==> src/hdl/bse_pkg.sv <==
// shared types and constants of the burning ship escape-time engine
package bse_pkg;

  localparam int unsigned IMG_WIDTH  = 1024;
  localparam int unsigned IMG_HEIGHT = 1024;

  localparam int unsigned PIX_W      = 10;
  localparam int unsigned OFF_W      = 21;
  localparam int unsigned STEP_W     = 32;
  localparam int unsigned C_W        = 32;
  localparam int unsigned CNT_W      = 12;
  localparam int unsigned Q_W        = 36;
  localparam int unsigned FRAC_W     = 28;
  localparam int unsigned HALF_W     = Q_W / 2;
  // pixel distance from the centre plus pan, raster sizes up to 4096
  localparam int unsigned MAP_W      = 22;
  localparam int unsigned CFG_IDX_W  = 3;
  localparam int unsigned CFG_DATA_W = 32;

  localparam logic signed [MAP_W-1:0] HALF_WIDTH  = MAP_W'(IMG_WIDTH / 2);
  localparam logic signed [MAP_W-1:0] HALF_HEIGHT = MAP_W'(IMG_HEIGHT / 2);

  localparam logic [STEP_W-1:0] STEP_RESET     = STEP_W'(32'd16777216);
  localparam logic [CNT_W-1:0]  MAX_ITER_RESET = CNT_W'(12'd50);

  // escape radius squared, 4 in q8.28
  localparam logic [Q_W:0] ESCAPE_LIMIT = (Q_W + 1)'(4) << FRAC_W;

  typedef enum logic [2:0] {
    OP_NONE,
    OP_LOAD,
    OP_MAP_MUL,
    OP_MAP_ADD,
    OP_UPDATE,
    OP_MUL_LO,
    OP_MUL_HI,
    OP_COMBINE
  } op_e;

endpackage

==> src/hdl/bse_ctrl.sv <==
// controller: sequences mapping and iteration rounds, holds count and result register
module bse_ctrl (
  input  logic                      clk_i,
  input  logic                      rst_ni,
  input  logic [bse_pkg::CNT_W-1:0] max_iter_i,
  input  logic                      in_valid_i,
  output logic                      in_ready_o,
  input  logic                      escaped_i,
  output bse_pkg::op_e              op_o,
  output logic                      out_valid_o,
  input  logic                      out_ready_i,
  output logic [bse_pkg::CNT_W-1:0] iter_count_o
);

  typedef enum logic [2:0] {
    ST_IDLE,
    ST_MAP_MUL,
    ST_MAP_ADD,
    ST_UPDATE,
    ST_MUL_LO,
    ST_MUL_HI,
    ST_COMBINE,
    ST_FINISH
  } state_e;

  state_e                    state_q, state_d;
  logic [bse_pkg::CNT_W-1:0] count_q, count_d;
  logic [bse_pkg::CNT_W-1:0] iter_count_q, iter_count_d;
  logic                      out_valid_q, out_valid_d;
  logic                      go_on;

  assign go_on = !escaped_i && (count_q < max_iter_i);

  always_comb begin
    state_d      = state_q;
    count_d      = count_q;
    iter_count_d = iter_count_q;
    out_valid_d  = out_valid_q;
    op_o         = bse_pkg::OP_NONE;
    if (out_valid_q && out_ready_i) begin
      out_valid_d = 1'b0;
    end
    unique case (state_q)
      ST_IDLE: begin
        if (in_valid_i) begin
          op_o    = bse_pkg::OP_LOAD;
          state_d = ST_MAP_MUL;
        end
      end
      ST_MAP_MUL: begin
        op_o    = bse_pkg::OP_MAP_MUL;
        state_d = ST_MAP_ADD;
      end
      ST_MAP_ADD: begin
        op_o    = bse_pkg::OP_MAP_ADD;
        count_d = '0;
        state_d = ST_UPDATE;
      end
      ST_UPDATE: begin
        if (go_on) begin
          op_o    = bse_pkg::OP_UPDATE;
          count_d = count_q + bse_pkg::CNT_W'(1);
          state_d = ST_MUL_LO;
        end else begin
          state_d = ST_FINISH;
        end
      end
      ST_MUL_LO: begin
        op_o    = bse_pkg::OP_MUL_LO;
        state_d = ST_MUL_HI;
      end
      ST_MUL_HI: begin
        op_o    = bse_pkg::OP_MUL_HI;
        state_d = ST_COMBINE;
      end
      ST_COMBINE: begin
        op_o    = bse_pkg::OP_COMBINE;
        state_d = ST_UPDATE;
      end
      ST_FINISH: begin
        // wait for the result register to drain
        if (!out_valid_q || out_ready_i) begin
          iter_count_d = count_q;
          out_valid_d  = 1'b1;
          state_d      = ST_IDLE;
        end
      end
      default: state_d = ST_IDLE;
    endcase
  end

  always_ff @(posedge clk_i or negedge rst_ni) begin
    if (!rst_ni) begin
      state_q      <= ST_IDLE;
      count_q      <= '0;
      iter_count_q <= '0;
      out_valid_q  <= 1'b0;
    end else begin
      state_q      <= state_d;
      count_q      <= count_d;
      iter_count_q <= iter_count_d;
      out_valid_q  <= out_valid_d;
    end
  end

  assign in_ready_o   = (state_q == ST_IDLE);
  assign out_valid_o  = out_valid_q;
  assign iter_count_o = iter_count_q;

endmodule

==> config.mk <==
export PLATFORM = sky130hd
export DESIGN_NAME = bse_ctrl
export DESIGN_NICKNAME = d
export VERILOG_FILES = /design/src/hdl/bse_pkg.sv /design/src/hdl/bse_ctrl.sv
export SDC_FILE = /design/constraint.sdc
export NUM_CORES = 1
export LEC_CHECK = 0
export ABC_AREA = 1
export BUFFER_PORTS_ARGS = -buffer_cell sky130_fd_sc_hd__buf_2
export CAP_MARGIN = 20
export CORE_MARGIN = 2
export CORE_UTILIZATION = 35
export DETAILED_ROUTE_END_ITERATION = 16
export HOLD_SLACK_MARGIN = 0.12
export SYNTH_ARGS = -nofsm -noshare
export SYNTH_HDL_FRONTEND = slang
export SYNTH_SLANG_ARGS = --single-unit
==> constraint.sdc <==
create_clock -name clk_i -period 2.35 [get_ports clk_i]
set_clock_uncertainty 0.2 [all_clocks]
set_input_delay 0.235 -clock clk_i [delete_from_list [all_inputs] [get_ports clk_i]]
set_output_delay 0.235 -clock clk_i [all_outputs]
set_load 0.02 [all_outputs]
; Word level (Yosys, flattened, before mapping)
; Cells that the tools add are included.
; W data, S select, Z words.
[classes]
add_sub_neg = 1
n_lt_le_gt_ge = 1
n_eq_ne = 10
n_mux = 12
reduce_logical = 11
[ops]
columns = op, n
row1 = $pmux W3 S7, 2
row2 = $pmux W12 S2, 1
row3 = $add A12 B1 Y12 const B, 1
row4 = $eq A3 B3 Y1 const B, 4
row5 = $lt A12 B12 Y1, 1
row6 = $mux W12, 1
row7 = $mux W3, 3
row8 = $eq A3 B2 Y1 const B, 2
row9 = $ne A2 B2 Y1 const B, 3
row10 = $reduce_and A2 Y1, 3
row11 = $mux W1, 4
row12 = $eq A3 B1 Y1 const B, 1
row13 = $logic_not A3 Y1, 1
row14 = $logic_and A1 B1 Y1, 2
row15 = $logic_not A1 Y1, 2
row16 = $mux W2, 1
row17 = $reduce_bool A2 Y1, 1
row18 = $reduce_or A2 Y1, 1
row19 = $logic_or A1 B1 Y1, 1
[totals]
ff_bits = 28
out_inout_bits = 17

; Depth between registers and ports, before layout
; Gate-level depths: netlist (run 1).
[depth]
depth_word = 4
depth_mapped = 12
mapped_depth_nobuf = 11

; Worst setup path after synthesis (run 1)
; OpenSTA, ideal clock, no wires.
[synth_timing]
path_type = reg2out
from = register count_q[7] (netlist bit)
to = output port op_o[2]
t_arrival_ps = 1698
path_slack_ps = 217
stages_incl_launch_ff = 10
n_path_buf = 1
cell_sequence = dfrtp_1 -> ha_1 -> nand2_1 -> nand2_1 -> nand2_1 -> nand3_1 -> nor2_2 -> nand3_4 -> buf_6 -> a21oi_1
[synth_via]
elab_chain_cells = 4
[synth_rtl]
columns = item, line
row1 = from (decl), bse_ctrl.sv:27  ; logic [bse_pkg::CNT_W-1:0] count_q, count_d;
row2 = from (signal assigned), bse_ctrl.sv:100  ; count_q <= count_d;
row3 = $lt A12 B12 Y1, bse_ctrl.sv:32  ; assign go_on = !escaped_i && (count_q < max_iter_i);
row4 = $logic_and A1 B1 Y1, bse_ctrl.sv:32
row5 = $mux W3, bse_ctrl.sv:60  ; if (go_on) begin
row6 = $pmux W3 S7, bse_ctrl.sv:43  ; unique case (state_q)
row7 = to (decl), bse_ctrl.sv:9  ; output bse_pkg::op_e op_o,
; No other way between the ends.

; Worst setup path after layout (run 1)
[layout_timing]
from = register count_q[5] (netlist bit)
to = output port op_o[2]
; The elaborated chain is that of the path after synthesis.

==> run_results.csv, run 1 <==
group,metric,value,unit
sta,tightest_slew,0.6301,ns
detailed_routing,wirelength,4.139,mm
setup_path,startpoint_type,"flop",
sta,post-route-worst-setup-slack,0.1018,ns
floorplanning,die_h,75.53,um
setup_path,cp_num_cells,7,
global_route,grt_pass1_vias,1466,
sta,fin_crit_sh,95.67,%
floorplanning,core-area,0.005010,mm^2
sta,fmax,444.8,MHz
setup_path,r2r_cells,11,
setup_path,r2r-start,"count_q[9]",
floorplanning,fp-row-count,26,
setup_path,critPathBufInv,1,
setup_path,setup.worst_path.class,"flop to output pin",
setup_path,crit_path_end_kind,"output pin",
floorplanning,dieWidth,75.53,um
global_route,grt_max_degree,29,
sta,setup_tns,0,ns
sta,setup_violations,0,
pwr,p_leak,1.221,nW
cts,clk_pin_slew,0.09,ns
detailed_routing,dr.pass1.iters,4,
pwr,power.density,723.5,mW/mm^2
place,place_ws,0.2189,ns
synthesis,syn_area,0.001790,mm^2
setup_path,cp_slowest_cell,"dfrtp_1",
setup_path,crit_chain,"ha_1, a21oi_1, nor2_2, nor2_4, nand3_4, a21oi_2, buf_6",
setup_path,cp_max_fo,5,
synthesis,synth_edf_count,0,
final_layout,nets,316,
final_layout,fin_cells,356,
status,status,"finished, final reports clean",
synthesis,synthCells,236,
cts,cts.sinks,28,
final_layout,fillerInstances,532,
setup_path,crit_start,"count_q[5]",
pwr,ir_worst_vdd,0.3536,mV
final_layout,antenna_cells,0,
run,drv_cap,0,
synthesis,async_flop_share,100.0,%
detailed_routing,drt_iter0_markers,55,
global_route,grt_pass1_wl,6.803,mm
setup_path,max_stage_delay,0.43,ns
place,dpl.hpwl,3.057,mm
cts,cts_buffers,3,
final_layout,fin_util,45.25,%
global_route,track_usage,15.67,%
final_layout,drive_above_1_share,27.27,%
cts,tritoncts,"yes",
min_path,hp-class,"flop to flop",
detailed_routing,vias,1616,
detailed_routing,ant_nets,0,
final_layout,multi_input_area,950.9,um^2
cts,h-tree-depth,1,
synthesis,yosysWarnings,0,
pwr,fin_total_pwr,0.001640,W
place,portBuffers,33,
floorplanning,die_area,0.005704,mm^2
floorplanning,start_util,35.74,%
synthesis,ys_ff_latch,28,
setup_path,r2r_end,"count_q[6]",
detailed_routing,wl_per_cell,11.63,um
setup_path,crit_family,"flip-flops",
setup_path,critPathCapture,"op_o[2]",
cts,cts-root-buf,"clkbuf_8",
sta,rsz0062_at_grt,"no",
sta,finalHoldViolations,0,
sta,timing.final.crit_period,2.248,ns
cts,clockBufferDepth,2,
place,dp.cells,337,
synthesis,synth_ff_type,"dfrtp_1",
final_layout,syn2layout_area_growth,26.62,%
synthesis,ys_seq_area_share,39.13,%
place,globalplace.congestion,0.8424,
setup_path,cp_data_arrival_time,1.81,ns
cts,clk_latency,0.28,ns
synthesis,syn_area_per_cell,7.587,um^2
final_layout,seq_area,704.4,um^2
synthesis,syn_nets,265,
global_route,grt.met3_usage,1.323,%
sta,final-max-slew-violation-count,0,
floorplanning,pin_count,34,
setup_path,reg2reg_setup_slack,0.28,ns
sta,max_slew_margin,57.99,%
global_route,gr-total-overflow,0,
global_route,antenna_found_initial,0,
detailed_routing,post-route-drc-count,0,
global_route,grt_busiest_layer,"met2",
setup_path,crit_required,1.91,ns
global_route,use_met2,23.67,%
global_route,gr-usage-met1,23.15,%
detailed_routing,vias_per_cell,4.539,
synthesis,ys_types,22,
[worst register-to-register path: stages (launching register included)]
cell     delay [ns]
dfrtp_2        0.46
ha_4           0.27
nand2_1        0.05
nor2_2         0.13
nand2_2        0.08
nor2_2         0.12
nand2_2        0.09
nand3_4        0.11
buf_4          0.13
nand2_2        0.15
nand2_1        0.11
nand2_1        0.06
[sequential cells by signal, indices dropped and copies added (netlist names)]
register,cells
count_q,12
iter_count_o,12
out_valid_o,1
state_q,3
[power by group]
part	total (W)	internal, W	switching [W]
clock	0.000385	0.000228	0.000156
combinational	0.000649	0.000217	0.000433
sequential	0.000607	0.000545	0.0000616
[worst min-delay path by stage]
| stage | cells after the start | slack [ns] | from | to |
|---|---|---|---|---|
| CTS | 2 | 0.29 | iter_count_o[5] | iter_count_o[5] |
| floorplan | 0 | -0.26 | rst_ni | count_q[0] |
| finish | 2 | 0.28 | iter_count_o[8] | iter_count_o[8] |
| global route | 2 | 0.32 | iter_count_o[8] | iter_count_o[8] |
| global placement | 1 | 0.10 | rst_ni | count_q[6] |
| detailed placement | 1 | 0.1 | rst_ni | count_q[7] |
[stage by stage]
| stage | hold slack, ns | cell area (um^2) |
|---|---|---|
| 4_1_cts | 0.2918 | 2168 |
| 3_5_place_dp | 0.09818 | 2028 |
| 2_1_floorplan | -0.2606 | 1790 |
| 3_3_place_gp | 0.1005 | 2028 |
| 6_report | 0.2840 | 2267 |
| 5_1_grt | 0.3208 | 2267 |
[cell families after synthesis]
| logic type | count (synthesis) | share of synthesized area (%) |
|---|---|---|
| xor gates and xnor gates | 7 | 3.424 |
| adders and majority gates | 12 | 8.386 |
| buffers and inverters | 41 | 9.853 |
| muxes | 4 | 3.354 |
| DFF | 28 | 39.13 |
| and+or+nand+nor | 131 | 32.08 |
| AOI/OAI and AO/OA | 13 | 3.773 |
[per-layer routing]
metal  part of all wire [%]  up-vias
met4                    1.9        0
met1                     52      726
met3                    3.4        8
met2                     43       44
li1                       -      838
met5                      0        -
[synthesized netlist by cell type (3+ instances only)]
cell	n	area (um^2)
nor2_1	23	86.33
mux2_4	4	60.06
a21oi_1	3	15.01
o21ai_0	9	45.04
dfrtp_1	28	700.7
buf_6	3	33.78
nand3_1	17	85.08
nor3_1	3	15.01
nand4_1	6	37.54
inv_1	33	123.9
nand2_1	72	270.3
ha_1	12	150.1
nand2_2	3	18.77
nor2_2	4	25.02
xor2_1	5	43.79
clkbuf_1	3	11.26
[repair_timing]
action | CTS | global route
pin swaps | 1 | 7
endpoints found under the hold margin | 31 | 0
endpoints found under the setup margin | 1 | 1
resized for setup | 3 | 10
hold buffers | 3 | 0
setup buffers | 4 | 8
gates cloned | 0 | 0
[cells in the final DEF, fill, tap and decap left out, types with 5 or more instances in the layout]
master,Yosys,routed
dfrtp_1,28,25
nor2_1,23,21
inv_1,33,33
nor2_2,4,5
buf_4,0,16
nand2_1,72,71
ha_1,12,11
xor2_1,5,5
nand3_1,17,16
buf_2,0,32
o21ai_0,9,9
nand4_1,6,6
[cell type report]
type                            count  area share, %
Clock inverter                      1          1.325
Multi-Input combinational cell    167          41.94
Sequential cell                    28          31.07
Inverter                           35          5.795
Timing Repair Buffer               52          14.18
Clock buffer                        3          1.821
Tap cell                           70          3.863
(Power assumes the default switching activity.)
==> run 2, diff against run 1 <==
--- a/config.mk
+++ b/config.mk
@@ -9,9 +9,10 @@
 export BUFFER_PORTS_ARGS = -buffer_cell sky130_fd_sc_hd__buf_2
 export CAP_MARGIN = 20
 export CORE_MARGIN = 2
-export CORE_UTILIZATION = 35
+export CORE_UTILIZATION = 52
 export DETAILED_ROUTE_END_ITERATION = 16
 export HOLD_SLACK_MARGIN = 0.12
+export PLACE_DENSITY = 0.76
 export SYNTH_ARGS = -nofsm -noshare
 export SYNTH_HDL_FRONTEND = slang
 export SYNTH_SLANG_ARGS = --single-unit
==> run 2 against run 1 <==
  * Routed wire length down 6.4%
  * Global-route usage up 4.5 points
  * Sequential power is essentially flat
  * Combinational power shrank 3.9%
  * First-iteration DRC count increased by 31%
  * Fmax decreased by 2.6%
  * Register-to-register slack worse by 0.02 ns
==> run_results.csv, run 2 (same netlist as run 1, synthesis figures left out) <==
group,metric,value,unit
min_path,hp-class,"input pin to asynchronous set/reset pin",
global_route,use_met2,33.06,%
global_route,antenna_found_initial,0,
sta,rsz0062_at_grt,"yes",
detailed_routing,vias,1634,
status,status,"finished, final reports clean",
run,drv_cap,0,
setup_path,crit_start,"count_q[10]",
sta,max_slew_margin,57.09,%
setup_path,r2r_end,"count_q[8]",
sta,setup_tns,0,ns
detailed_routing,drt_iter0_markers,72,
global_route,grt.met3_usage,1.982,%
sta,fmax,433.0,MHz
detailed_routing,wl_per_cell,11.75,um
global_route,gr-total-overflow,0,
cts,clk_latency,0.33,ns
setup_path,critPathBufInv,2,
sta,fin_crit_sh,98.27,%
setup_path,setup.worst_path.class,"flop to output pin",
sta,finalHoldViolations,0,
setup_path,crit_path_end_kind,"output pin",
global_route,track_usage,20.15,%
setup_path,r2r_cells,11,
setup_path,startpoint_type,"flop",
setup_path,max_stage_delay,0.44,ns
setup_path,crit_required,1.91,ns
pwr,switching_power,0.0006270,W
cts,cts.sinks,28,
detailed_routing,wirelength,3.876,mm
detailed_routing,dr.pass1.iters,4,
floorplanning,pin_count,34,
pwr,ir_worst_vdd,0.3918,mV
detailed_routing,vias_per_cell,4.952,
place,place_area,0.001991,mm^2
place,globalplace.congestion,0.8524,
pwr,seqPwrFrac,41.4,%
final_layout,antenna_cells,0,
pwr,p_leak,1.196,nW
floorplanning,core-area,0.003311,mm^2
cts,cts_buffers,3,
setup_path,r2r-start,"count_q[10]",
cts,cts-root-buf,"clkbuf_4",
floorplanning,die_area,0.003929,mm^2
setup_path,crit_family,"simple AND/OR/NAND/NOR gates",
floorplanning,dieWidth,62.68,um
cts,clockBufferDepth,2,
sta,final-max-slew-violation-count,0,
sta,setup_violations,0,
setup_path,reg2reg_setup_slack,0.26,ns
place,dpl.hpwl,2.648,mm
final_layout,drive_above_1_share,26.76,%
final_layout,mostFrequentLayoutCells,"nand2_1, inv_1, buf_2",
global_route,grt_busiest_layer,"met2",
pwr,p_int,0.0008460,W
cts,h-tree-depth,1,
final_layout,nets,314,
sta,timing.final.crit_period,2.309,ns
final_layout,syn2layout_area_growth,22.50,%
floorplanning,start_util,54.08,%
global_route,grt_pass1_wl,6.361,mm
global_route,grt_max_degree,29,
place,portBuffers,33,
detailed_routing,ant_nets,0,
pwr,power.density,671.6,mW/mm^2
setup_path,cp_slowest_cell,"dfrtp_1",
setup_path,crit_chain,"ha_1, nand2_2, inv_1, nand2_1, nand3_2, nor2_4, nand3_4, a21oi_2, buf_4",
detailed_routing,post-route-drc-count,0,
sta,post-route-worst-setup-slack,0.04072,ns
floorplanning,fp-row-count,21,
sta,holdWs,0.2568,ns
floorplanning,die_h,62.68,um
sta,tightest_slew,0.6422,ns
final_layout,layout.cells.most_common,"nand2_1",
cts,clk_pin_slew,0.15,ns
final_layout,stdcell_area,0.002193,mm^2
setup_path,cp_data_arrival_time,1.87,ns
setup_path,cp_max_fo,4,
global_route,gr-usage-met1,27.49,%
pwr,swShare,42.57,%
global_route,grt_pass1_vias,1470,
cts,tritoncts,"yes",
pwr,clkPwrFrac,16.2,%
pwr,pwr-share-comb,42.4,%
place,place_ws,0.3032,ns
[run 2: metal layers]
metal	vias to the layer above	wire [um]
met3	7	161
met1	742	1834
met2	51	1816
met4	0	63
li1	834	-
met5	-	0
[run 2: worst max-delay path by stage]
stage	endpoint	slack, ns	cells past startpoint
2_1_floorplan	op_o[2]	0.22	9
3_3_place_gp	op_o[2]	0.35	9
3_5_place_dp	op_o[2]	0.30	9
4_1_cts	op_o[2]	0.005	9
5_1_grt	op_o[2]	-0.08	9
6_report	op_o[2]	0.04	9
[run 2: final cells by class]
class | count | area, um^2
multi-input cells | 167 | 962.2
clock buffers | 4 | 36.28
fillers | 306 | 1117
flip-flops and latches | 28 | 703.2
inverters | 35 | 131.4
well taps | 46 | 57.56
repair buffers | 50 | 302.8
[run 2: power groups by stage]
stage | registers [W] | clock network (W) | logic, W
CTS | 0.000608 | 0.000246 | 0.000593
floorplan | 0.000638 | 0 | 0.000429
detailed placement | 0.000618 | 0 | 0.000580
finish | 0.000610 | 0.000239 | 0.000624
global route | 0.000621 | 0.000264 | 0.000697
global placement | 0.000615 | 0 | 0.000576
[run 2: worst reg2reg max path, stage by stage, from the launching register on]
cell     delay [ns]
dfrtp_1        0.44
ha_1           0.31
nand2_2        0.07
nor2_2         0.13
nand2_2        0.08
nor2_2         0.10
nand2_2        0.09
nand3_4        0.10
buf_4          0.12
buf_4          0.16
nand3_1        0.11
nand2_1        0.12
[run 2: through the flow]
step	instances	power [W]	util (%)
global placement	312	0.001191	60.13
detailed placement	312	0.001197	60.13
floorplan	236	0.001066	-
finish	330	0.001473	66.25
CTS	323	0.001448	63.45
global route	330	0.001582	66.25
[run 2: repair_timing]
item | 4_1_cts | 5_1_grt
hold buffers | 3 | 0
setup buffers | 4 | 7
resized for setup | 4 | 8
pin swaps | 1 | 3
hold endpoints to repair | 32 | 0
endpoints found under the setup margin | 1 | 1
